<file path="src/sv/gbfs_pkg.sv">
// shared types and constants for the grid shortest path block
package gbfs_pkg;

   // configuration register indexes
   localparam logic [2:0] REG_GRID_ROWS = 3'd0;
   localparam logic [2:0] REG_GRID_COLS = 3'd1;
   localparam logic [2:0] REG_START_ROW = 3'd2;
   localparam logic [2:0] REG_START_COL = 3'd3;
   localparam logic [2:0] REG_DEST_ROW  = 3'd4;
   localparam logic [2:0] REG_DEST_COL  = 3'd5;

   // map entry codes: bit 0 blocked, bit 1 visited
   localparam logic [1:0] MAP_FREE    = 2'b00;
   localparam logic [1:0] MAP_BLOCKED = 2'b01;
   localparam logic [1:0] MAP_VISITED = 2'b10;

   // neighbor offsets, right, left, down, up
   localparam logic signed [1:0] ROW_STEP [4] = '{2'sd0, 2'sd0, 2'sd1, -2'sd1};
   localparam logic signed [1:0] COL_STEP [4] = '{2'sd1, -2'sd1, 2'sd0, 2'sd0};

   typedef struct packed {
      logic clr_write;
      logic load_mine;
      logic init;
      logic pop;
      logic take_cell;
      logic nb_check;
      logic next_k;
      logic load_rsp;
   } dp_cmd_type;

   typedef struct packed {
      logic clr_done;
      logic start_ok;
      logic start_hit;
      logic q_empty;
      logic nb_valid;
      logic nb_free;
      logic nb_dest;
      logic k_last;
   } dp_status_type;

endpackage

</file>
<file path="src/sv/gbfs_ctrl.sv">
// controller: handshakes and search sequencing
module gbfs_ctrl (
   input  logic                    clock,
   input  logic                    reset,
   input  logic                    req_valid,
   output logic                    req_ready,
   input  logic                    req_has_mine,
   input  logic                    req_last,
   output logic                    rsp_valid,
   input  logic                    rsp_ready,
   output gbfs_pkg::dp_cmd_type    cmd,
   input  gbfs_pkg::dp_status_type status
);
   import gbfs_pkg::*;

   typedef enum logic [2:0] {
      S_CLEAR, S_IDLE, S_INIT, S_POP, S_CELL, S_NB, S_CHK, S_RESULT
   } state_type;

   state_type state_ff, state_in;
   logic      req_ready_ff, rsp_valid_ff, rsp_valid_in;
   logic      accept;

   assign accept = req_valid && req_ready_ff;

   always_comb begin
      cmd          = '0;
      state_in     = state_ff;
      rsp_valid_in = rsp_valid_ff && !rsp_ready;
      unique case (state_ff)
         S_CLEAR: begin
            cmd.clr_write = 1'b1;
            if (status.clr_done) state_in = S_IDLE;
         end
         S_IDLE: begin
            cmd.load_mine = accept && req_has_mine;
            if (accept && req_last) state_in = S_INIT;
         end
         S_INIT: begin
            cmd.init = 1'b1;
            state_in = (!status.start_ok || status.start_hit) ? S_RESULT : S_POP;
         end
         S_POP: begin
            if (status.q_empty) begin
               state_in = S_RESULT;
            end else begin
               cmd.pop  = 1'b1;
               state_in = S_CELL;
            end
         end
         S_CELL: begin
            cmd.take_cell = 1'b1;
            state_in      = S_NB;
         end
         S_NB: begin
            if (status.nb_valid) begin
               state_in = S_CHK;
            end else if (status.k_last) begin
               state_in = S_POP;
            end else begin
               cmd.next_k = 1'b1;
            end
         end
         S_CHK: begin
            cmd.nb_check = 1'b1;
            if (status.nb_free && status.nb_dest) begin
               state_in = S_RESULT;
            end else if (status.k_last) begin
               state_in = S_POP;
            end else begin
               cmd.next_k = 1'b1;
               state_in   = S_NB;
            end
         end
         S_RESULT: begin
            if (!rsp_valid_ff || rsp_ready) begin
               cmd.load_rsp = 1'b1;
               rsp_valid_in = 1'b1;
               state_in     = S_CLEAR;
            end
         end
         default: state_in = S_CLEAR;
      endcase
   end

   always_ff @(posedge clock) begin
      if (reset) begin
         state_ff     <= S_CLEAR;
         req_ready_ff <= 1'b0;
         rsp_valid_ff <= 1'b0;
      end else begin
         state_ff     <= state_in;
         req_ready_ff <= (state_in == S_IDLE);
         rsp_valid_ff <= rsp_valid_in;
      end
   end

   assign req_ready = req_ready_ff;
   assign rsp_valid = rsp_valid_ff;
endmodule

</file>
<file path="config.mk">
export PLATFORM = sky130hd
export DESIGN_NAME = gbfs_ctrl
export DESIGN_NICKNAME = d
export VERILOG_FILES = /design/src/sv/gbfs_pkg.sv /design/src/sv/gbfs_ctrl.sv
export SDC_FILE = /design/constraint.sdc
export NUM_CORES = 1
export LEC_CHECK = 0
export ABC_AREA = 1
export BUFFER_PORTS_ARGS = -buffer_cell sky130_fd_sc_hd__buf_2
export CAP_MARGIN = 20
export CELL_PAD_IN_SITES_DETAIL_PLACEMENT = 1
export CELL_PAD_IN_SITES_GLOBAL_PLACEMENT = 1
export CORE_UTILIZATION = 27
export CTS_CLUSTER_SIZE = 25
export DETAILED_ROUTE_END_ITERATION = 10
export PLACE_DENSITY_LB_ADDON = 0.08
export RECOVER_POWER = 100
export SLEW_MARGIN = 0
export SYNTH_ARGS = -nofsm -noshare
export SYNTH_HDL_FRONTEND = slang
export SYNTH_SLANG_ARGS = --single-unit
</file>
<file path="constraint.sdc">
create_clock -name clock -period 1.6 [get_ports clock]
set_input_delay 0.4 -clock clock [delete_from_list [all_inputs] [get_ports clock]]
set_output_delay 0.4 -clock clock [all_outputs]
set_load 0.01 [all_outputs]
</file>
==> results of run 1 <==
## state kept, by name (all words and copies together) (netlist names)
register,count
rsp_valid,1
state_ff,3
req_ready,1
## cell families after synthesis
| kind of cell | count (synthesis) |
|---|---|
| AO/OA/AOI/OAI | 6 |
| buffers and inverters | 18 |
| flip-flops | 5 |
| AND/OR/NAND/NOR | 48 |
## timing repair
item,in CTS,in global routing
endpoints found under the setup margin,3,4
gates resized for setup,6,5
gates cloned,0,0
pin swaps,0,1
## through the flow
step	setup TNS (ns)	power, uW	std cells	cell area, um2
6_report	0	409	119	613
2_1_floorplan	0	222	77	429
5_1_grt	-0.0129	440	119	613
3_5_place_dp	0	264	115	549
4_1_cts	0	408	119	589
3_3_place_gp	0	261	115	549
## cells in the mapped netlist
cell type   n  area (um2)
nor2_1     10        37.5
nor3_1      2        10.0
o31ai_1     1        7.51
o21ai_0     2        10.0
dfxtp_1     5         100
inv_2       1        3.75
inv_4       1        6.26
nand3_1     8        40.0
o32ai_1     1        8.76
a21oi_1     1        5.00
o21ai_1     1        5.00
nand2_2     3        18.8
inv_1      14        52.6
nand2_1    22        82.6
buf_6       2        22.5
nor2_2      3        18.8
## worst reg2reg max path: stages (launching register included)
cell and delay [ns]:
dfxtp_4 0.41, inv_2 0.06, nand2_2 0.08, inv_1 0.05, o21ai_0 0.07, nand2_1 0.08, nor2_1 0.19, nand3_1 0.13
nor2_2 0.10
## worst paths after layout
check                           slack [ns]         to
worst max-delay path                  0.05     cmd[1]
worst min-delay path                  0.35  rsp_valid
worst max register to register        0.37  req_ready
worst min register to register        0.51  rsp_valid
## layout by cell type, fill, tap and decap left out
| master | n |
|---|---|
| nand2_1 | 22 |
| buf_2 | 21 |
| inv_1 | 14 |
| nor2_1 | 9 |
| nand3_1 | 8 |
| nor2_2 | 3 |
| clkbuf_4 | 3 |
| clkbuf_1 | 3 |
| nand2_2 | 2 |
| o21ai_0 | 2 |
| dfxtp_1 | 2 |
| dfxtp_4 | 2 |
| nand2_4 | 1 |
| inv_2 | 1 |
| inv_4 | 1 |
| nor2_4 | 1 |
| o32ai_2 | 1 |
| nor3_1 | 1 |
| nor3_4 | 1 |
| o31ai_1 | 1 |
| o21ai_1 | 1 |
| a21oi_1 | 1 |
| buf_4 | 1 |
| dfxtp_2 | 1 |
## power groups by stage
stage	Combinational [uW]	Clock, uW	Sequential [uW]
3_5_place_dp	115	0	149
3_3_place_gp	113	0	149
5_1_grt	139	151	151
2_1_floorplan	77.1	0	145
4_1_cts	117	144	147
6_report	120	141	148
## cell type report
type | instances | area [um2]
sequential | 5 | 109
fill | 222 | 876
multi-input combinational | 54 | 275
inverter | 16 | 62.6
clock buffer | 4 | 26.3
timing repair buffer | 24 | 120
tap | 16 | 20.0
## per-layer routing
metal	routed length, um	vias up	track usage, %	share of wire (%)
met5	0	-	0	0
met4	0	0	1.94	0
met3	61	0	2.61	5.2
met2	559	17	22.2	48
met1	556	238	20.0	47
li1	-	288	-	-
==> results_dict.tcl, run 1 <==
set metrics [dict create \
    gr-total-overflow 0 \
    slew_headroom_pct 73.6 \
    critPathBufInv 2 \
    cp_slowest_cell "dfxtp_2" \
    crit_family "flip-flops" \
    postRouteAntennaNets 0 \
    p_switching_uw 133 \
    combPwrFrac_pct 29.4 \
    slowest_delay_ns 0.33 \
    final_max_slew_viol_count 0 \
    worstPathRequired_ns 1.20 \
    coreArea_mm2 0.00149 \
    grt_pass1_vias 464 \
    fin_crit_sh_pct 96.6 \
    final-setup-viol-count 0 \
    worstSetupPathType "reg2out" \
    cap_viol_max_count 0 \
    critPathCaptureType "primary output" \
    dieWidth_um 41.9 \
    hold_slack_ns 0.355 \
    yosys.area_share.simple_pct 48.4 \
    power_frac_clock_pct 34.4 \
    r2r_cells 8 \
    io_pins 24 \
    powerDensity_mw_per_mm2 668 \
    hold_viol 0 \
    synth_fa_ha_area_share_pct 0 \
    cts_tree "done" \
    port_buffers 23 \
    run_status "finished, final reports clean" \
    yosysWarnings 0 \
    critPathLaunchType "register" \
    clockBufferDepth 2 \
    initial_core_util_pct 28.8 \
    nets 118 \
    drt_pass1_iterations 2 \
    netlist_area_um2 429 \
    cts-hold-fix-buffers 0 \
    clk_pin_slew_ns 0.05 \
    skew_ns 0.00770 \
    drc 0 \
    post-dp-hpwl_mm 1.02 \
    vias 543 \
    grt_usage_pct 14.0 \
    post_cts_buffers 0 \
    syn_area_per_cell_um2 5.57 \
    ys_types 16 \
    synth_compound_area_share_pct 8.45 \
    hold_class "in2reg" \
    fin_ws_ns 0.0537 \
    totalWireLength_mm 1.18 \
    max_freq_mhz 647 \
    synthCells 77 \
    cts_root_buf "clkbuf_4" \
    r2r-start "state_ff[2]" \
    area_delta_synth_final_pct 42.9 \
    drt-initial-drc-count 4 \
    power.leakage_uw 0.000391 \
    vdd_drop_max_uv 508 \
    syn_nets 91 \
    final_core_util_pct 41.2 \
    place_congestion 0.728 \
    clkSinkCount 5 \
    rsz0062_at_grt "yes" \
    htree_levels 1 \
    crit_fanout 7 \
    whs_path_depth 2 \
    synthMuxAreaShare_pct 0 \
    synth-seq-cells 5 \
    path_cells "buf_4 > o32ai_2 > buf_2" \
    worstSetupStartpoint "state_ff[0]" \
    grt_max_degree 10 \
    die_height_um 41.9 \
    wl_per_cell_um 9.88 \
    grt_pass1_wl_mm 1.92 \
    pre_cts_ws_ns 0.112 \
    min-delay-start "reset" \
    synth_top_family_by_area "simple AND/OR/NAND/NOR gates" \
    synth_xor_area_share_pct 0 \
    post-route-min-period_ns 1.55 \
    cp.arrival_ns 1.15 \
    fp-row-count 14 \
    swShare_pct 32.5 \
    antenna_found_initial 0 \
    seq_area_frac_synth_pct 23.3 \
    final_layout_size_suffix_gt1_share_pct 37.9 \
    diodes 0 \
    cts_buffers 3 \
    seqPwrFrac_pct 36.2 \
    clk_latency_ns 0.24 \
    tightest_slew_ns 0.392 \
    die_area_mm2 0.00175 \
    drt-vias-per-instance 4.56 \
    cp.depth 3 \
    p_int_uw 276 \
]
(Power assumes the default switching activity.)
==> run 2: changes to the inputs <==
--- a/config.mk
+++ b/config.mk
@@ -14,7 +14,6 @@
 export CTS_CLUSTER_SIZE = 25
 export DETAILED_ROUTE_END_ITERATION = 10
 export PLACE_DENSITY_LB_ADDON = 0.08
-export RECOVER_POWER = 100
 export SLEW_MARGIN = 0
 export SYNTH_ARGS = -nofsm -noshare
 export SYNTH_HDL_FRONTEND = slang
==> run 2 against run 1 <==
Against the previous run: worst hold slack did not move; worst setup slack stayed put; non-clock buffer count is the same; sequential power about the same; global-route usage unchanged; first-iteration DRC count is the same; clock skew unchanged; maximum frequency stayed put; combinational power barely moved; sequential cell count unchanged; register-to-register slack about the same.
==> results_dict.tcl, run 2 (synthesis gave the netlist of run 1 again) <==
set metrics [dict create \
    run_status "finished, final reports clean" \
    power.leakage_uw 0.000399 \
    diodes 0 \
    nets 118 \
    slew_headroom_pct 73.6 \
    tightest_slew_ns 0.392 \
    vdd_drop_max_uv 499 \
    antenna_found_initial 0 \
    cts-hold-fix-buffers 0 \
    layout_common_cells "buf_2, nand2_1, inv_1" \
    pre_cts_ws_ns 0.112 \
    worstPathRequired_ns 1.20 \
    crit_fanout 7 \
    drt-initial-drc-count 4 \
    die_height_um 41.9 \
    place_congestion 0.728 \
    htree_levels 1 \
    initial_core_util_pct 28.8 \
    n_fill_cell 220 \
    die_area_mm2 0.00175 \
    hold_viol 0 \
    fin_ws_ns 0.0537 \
    cts_root_buf "clkbuf_4" \
    clk_latency_ns 0.24 \
    critPathCaptureType "primary output" \
    post-route-min-period_ns 1.55 \
    dieWidth_um 41.9 \
    grt_usage_pct 14.0 \
    port_buffers 23 \
    grt_max_degree 10 \
    cts_tree "done" \
    powerDensity_mw_per_mm2 666 \
    cp.arrival_ns 1.15 \
    largest_reg_flops 3 \
    post-dp-hpwl_mm 1.02 \
    placed_cells 115 \
    fin_cells 119 \
    hold_class "in2reg" \
    vias 543 \
    drc 0 \
    final_max_slew_viol_count 0 \
    worstSetupPathType "reg2out" \
    grt_pass1_wl_mm 1.92 \
    rsz0062_at_grt "yes" \
    wl_per_cell_um 9.86 \
    area_delta_synth_final_pct 43.4 \
    skew_ns 0.00770 \
    critPathLaunchType "register" \
    postRouteAntennaNets 0 \
    drt_pass1_iterations 2 \
    cts_buffers 3 \
    final_layout_size_suffix_gt1_share_pct 39.8 \
    totalWireLength_mm 1.17 \
    io_pins 24 \
    fin_crit_sh_pct 96.6 \
    coreArea_mm2 0.00149 \
    grt_pass1_vias 464 \
    hold_slack_ns 0.355 \
    final_core_util_pct 41.3 \
    gr-total-overflow 0 \
    setup_tns_ns 0 \
    clockBufferDepth 2 \
    fp-row-count 14 \
    final-setup-viol-count 0 \
    layout_commonest_cell "buf_2" \
    post_cts_buffers 0 \
    largest_register "state_ff" \
    clk_pin_slew_ns 0.05 \
    cap_viol_max_count 0 \
    drt-vias-per-instance 4.56 \
    max_freq_mhz 647 \
    clkSinkCount 5 \
]
## run 2: path summary, 6_finish.rpt
check / start / to / slack (ns) / cells after the start
worst min-delay path: reset / rsp_valid / 0.35 / 2
worst max-delay path: state_ff[0] / cmd[1] / 0.05 / 3
worst min register to register: rsp_valid / rsp_valid / 0.51 / 2
worst max register to register: state_ff[2] / req_ready / 0.37 / 8
## run 2: critical path: stages (launching register included)
cell and delay (ns):
dfxtp_2 0.33, buf_4 0.16, o32ai_2 0.25, buf_2 0.17
## run 2: power breakdown
part | switching, uW | leakage (uW) | total (uW) | internal, uW
clock network | 46.8 | 0.0000150 | 141 | 94.0
registers | 14.2 | 0.0000427 | 148 | 134
logic | 71.6 | 0.000341 | 121 | 49.6
## run 2: cell type report
type	instances	area (um2)	share of cell area, %
well taps	16	20.0	3.25
multi-input cells	54	275	44.7
flip-flops and latches	5	109	17.7
clock buffers	4	26.3	4.27
repair buffers	24	123	19.9
inverters	16	62.6	10.2
## run 2: timing repair
item / in CTS / in global routing
pin swaps: 0 / 1
gates resized for setup: 6 / 5
endpoints found under the setup margin: 3 / 4
endpoints found under the hold margin: 0 / 0
## run 2: routing by layer
metal	vias to the layer above	global-route usage [%]	share of wire (%)
met4	0	1.94	0
met5	-	0	0
met1	238	20.0	47
li1	288	-	-
met2	17	22.2	48
met3	0	2.61	5.2
## run 2: through the flow
stage,power (uW),area [um2]
final,410,616
after global routing,441,616
after CTS,408,589
after detailed placement,264,549
after global placement,261,549
after floorplan,222,429
==> run 3: changes to the inputs <==
--- a/config.mk
+++ b/config.mk
@@ -5,16 +5,16 @@
 export SDC_FILE = /design/constraint.sdc
 export NUM_CORES = 1
 export LEC_CHECK = 0
-export ABC_AREA = 1
 export BUFFER_PORTS_ARGS = -buffer_cell sky130_fd_sc_hd__buf_2
 export CAP_MARGIN = 20
 export CELL_PAD_IN_SITES_DETAIL_PLACEMENT = 1
 export CELL_PAD_IN_SITES_GLOBAL_PLACEMENT = 1
-export CORE_UTILIZATION = 27
+export CORE_MARGIN = 8
+export CORE_UTILIZATION = 29
 export CTS_CLUSTER_SIZE = 25
 export DETAILED_ROUTE_END_ITERATION = 10
 export PLACE_DENSITY_LB_ADDON = 0.08
-export SLEW_MARGIN = 0
+export SLEW_MARGIN = 10
 export SYNTH_ARGS = -nofsm -noshare
 export SYNTH_HDL_FRONTEND = slang
 export SYNTH_SLANG_ARGS = --single-unit
==> run 3 against run 2 <==
Against the previous run: first-iteration DRC count increased by 25%; cell area increased by 4.3%; worst hold slack improved by 0.016 ns; via count decreased by 7.4%; sequential power increased by 30%; maximum frequency decreased by 2.3%; largest power group is now combinational cells; highest routed layer unchanged.
==> results_dict.tcl, run 3 <==
set metrics [dict create \
    skew_ns 0.000683 \
    setup_tns_ns 0 \
    ys_types 27 \
    gr-total-overflow 0 \
    critPathCaptureType "primary output" \
    postRouteAntennaNets 0 \
    final_layout_size_suffix_gt1_share_pct 56.5 \
    largest_register "state_ff" \
    port_buffers 23 \
    hold_viol 0 \
    grt_usage_pct 11.0 \
    synthFlopType "dfxtp_1" \
    worstPathRequired_ns 1.20 \
    wl_per_cell_um 14.5 \
    cts_buffers 3 \
    cts-hold-fix-buffers 0 \
    layout_commonest_cell "buf_2" \
    cts_tree "done" \
    fp-row-count 13 \
    yosys-top-cells-count "a21oi_1, dfxtp_1, inv_1, nor2_1" \
    async_flop_share_pct 0 \
    synth.area.top_cells "dfxtp_1, a21oi_1, nor3b_1, inv_1, nand2b_1" \
    drt-vias-per-instance 5.03 \
    clkSinkCount 5 \
    seq_area_frac_synth_pct 24.4 \
    fin_cells 100 \
    crit_fanout 7 \
    clk_pin_slew_ns 0.04 \
    htree_levels 1 \
    grt_pass1_wl_mm 2.39 \
    placed_cells 94 \
    grt_max_degree 9 \
    die_area_mm2 0.00288 \
    final_max_slew_viol_count 0 \
    powerDensity_mw_per_mm2 970 \
    final-setup-viol-count 0 \
    vias 503 \
    dieWidth_um 53.6 \
    hold_class "in2reg" \
    synthCells 54 \
    run_status "finished, final reports clean" \
    totalWireLength_mm 1.45 \
    power.leakage_uw 0.000323 \
    synth_edf_count 0 \
    yosysMostFrequentCell "a21oi_1" \
    netlist.area_leader.share_pct 24.4 \
    synth_area_leader_cell "dfxtp_1" \
    netlist_area_um2 410 \
    place_congestion 0.773 \
    syn_nets 68 \
    n_fill_cell 184 \
    largest_reg_flops 3 \
    clk_latency_ns 0.24 \
    slew_headroom_pct 85.3 \
    post-dp-hpwl_mm 1.15 \
    cap_viol_max_count 0 \
    vdd_drop_max_uv 533 \
    drt-initial-drc-count 5 \
    grt_pass1_vias 546 \
    coreArea_mm2 0.00132 \
    initial_core_util_pct 31.1 \
    drt_pass1_iterations 4 \
    yosysWarnings 0 \
    synth-seq-cells 5 \
    area_delta_synth_final_pct 56.4 \
    critPathLaunchType "register" \
    antenna_found_initial 0 \
    post-route-min-period_ns 1.58 \
    nets 100 \
    clockBufferDepth 2 \
    max_freq_mhz 632 \
    drc 0 \
    diodes 0 \
    io_pins 24 \
    die_height_um 53.6 \
    fin_crit_sh_pct 98.9 \
    rsz0062_at_grt "yes" \
    cp.arrival_ns 1.18 \
    cts_root_buf "clkbuf_4" \
    worstSetupPathType "reg2out" \
    layout_common_cells "buf_2, a21oi_1, buf_4" \
    tightest_slew_ns 0.220 \
    syn_area_per_cell_um2 7.60 \
]
-- run 3: changes by cell type in the layout (fill, tap and decap cells not counted), sizes merged, moves of 2 or more --
cell / before / now
nor2b: 0 / 3
and3: 0 / 2
a21oi: 1 / 8
nand2b: 0 / 3
buf: 24 / 30
nand2: 25 / 3
inv: 16 / 5
nor2: 13 / 6
nand3: 8 / 2
nor3b: 0 / 4
-- run 3: area by class of cell --
class                   count  area, um2  share of cell area [%]
well taps                  15       18.8                    2.92
clock buffers               4       26.3                    4.09
flip-flops and latches      5        109                    17.0
repair buffers             30        168                    26.1
multi-input cells          41        302                    47.0
inverters                   5       18.8                    2.92
-- run 3: critical path, cell delays in order (launching register included) --
cell and delay [ns]:
dfxtp_4 0.37, nor2b_4 0.17, nand3_2 0.11, nor3b_2 0.15, buf_2 0.15
-- run 3: path summary, 6_finish.rpt --
| path | to | startpoint | cells past startpoint | slack (ns) |
|---|---|---|---|---|
| worst min-delay path | state_ff[2] | reset | 2 | 0.37 |
| worst min register to register | rsp_valid | rsp_valid | 2 | 0.56 |
| worst max-delay path | cmd[6] | state_ff[0] | 4 | 0.02 |
| worst max register to register | req_ready | state_ff[1] | 5 | 0.20 |
-- run 3: metal layers --
layer | global-route usage, % | wire length (um)
met4 | 6.72 | 0
met1 | 11.6 | 552
met2 | 19.5 | 793
met3 | 2.48 | 108
met5 | 0 | 0
-- run 3: through the flow --
stage	util, %	hold WS [ns]	total power [uW]	instance area [um2]	setup slack (ns)
6_report	48.7	0.371	623	642	0.0175
2_1_floorplan	-	0.469	346	410	0.143
3_3_place_gp	42.4	0.559	435	558	0.0924
4_1_cts	47.9	0.367	618	631	-0.00410
3_5_place_dp	42.4	0.563	441	558	0.0540
5_1_grt	48.7	0.373	667	642	-0.0708
-- run 3: cells by family (layout without fill, tap and decap cells) --
family / after synthesis / in the layout / share of synthesized area (%)
compound gates: 17 / 17 / 28.4
buf+inv: 8 / 39 / 10.4
flops: 5 / 5 / 24.4
simple gates: 24 / 24 / 36.9
-- run 3: where the power goes --
part	switching [uW]	internal (uW)
Sequential	39.8	153
Combinational	140	147
Clock	49.2	94.1
Total	229	394
-- run 3: what timing repair did --
action	CTS	global route
hold endpoints to repair	0	0
gates resized for setup	10	2
setup endpoints to repair	6	4
setup buffers	2	0
pin swaps	3	2
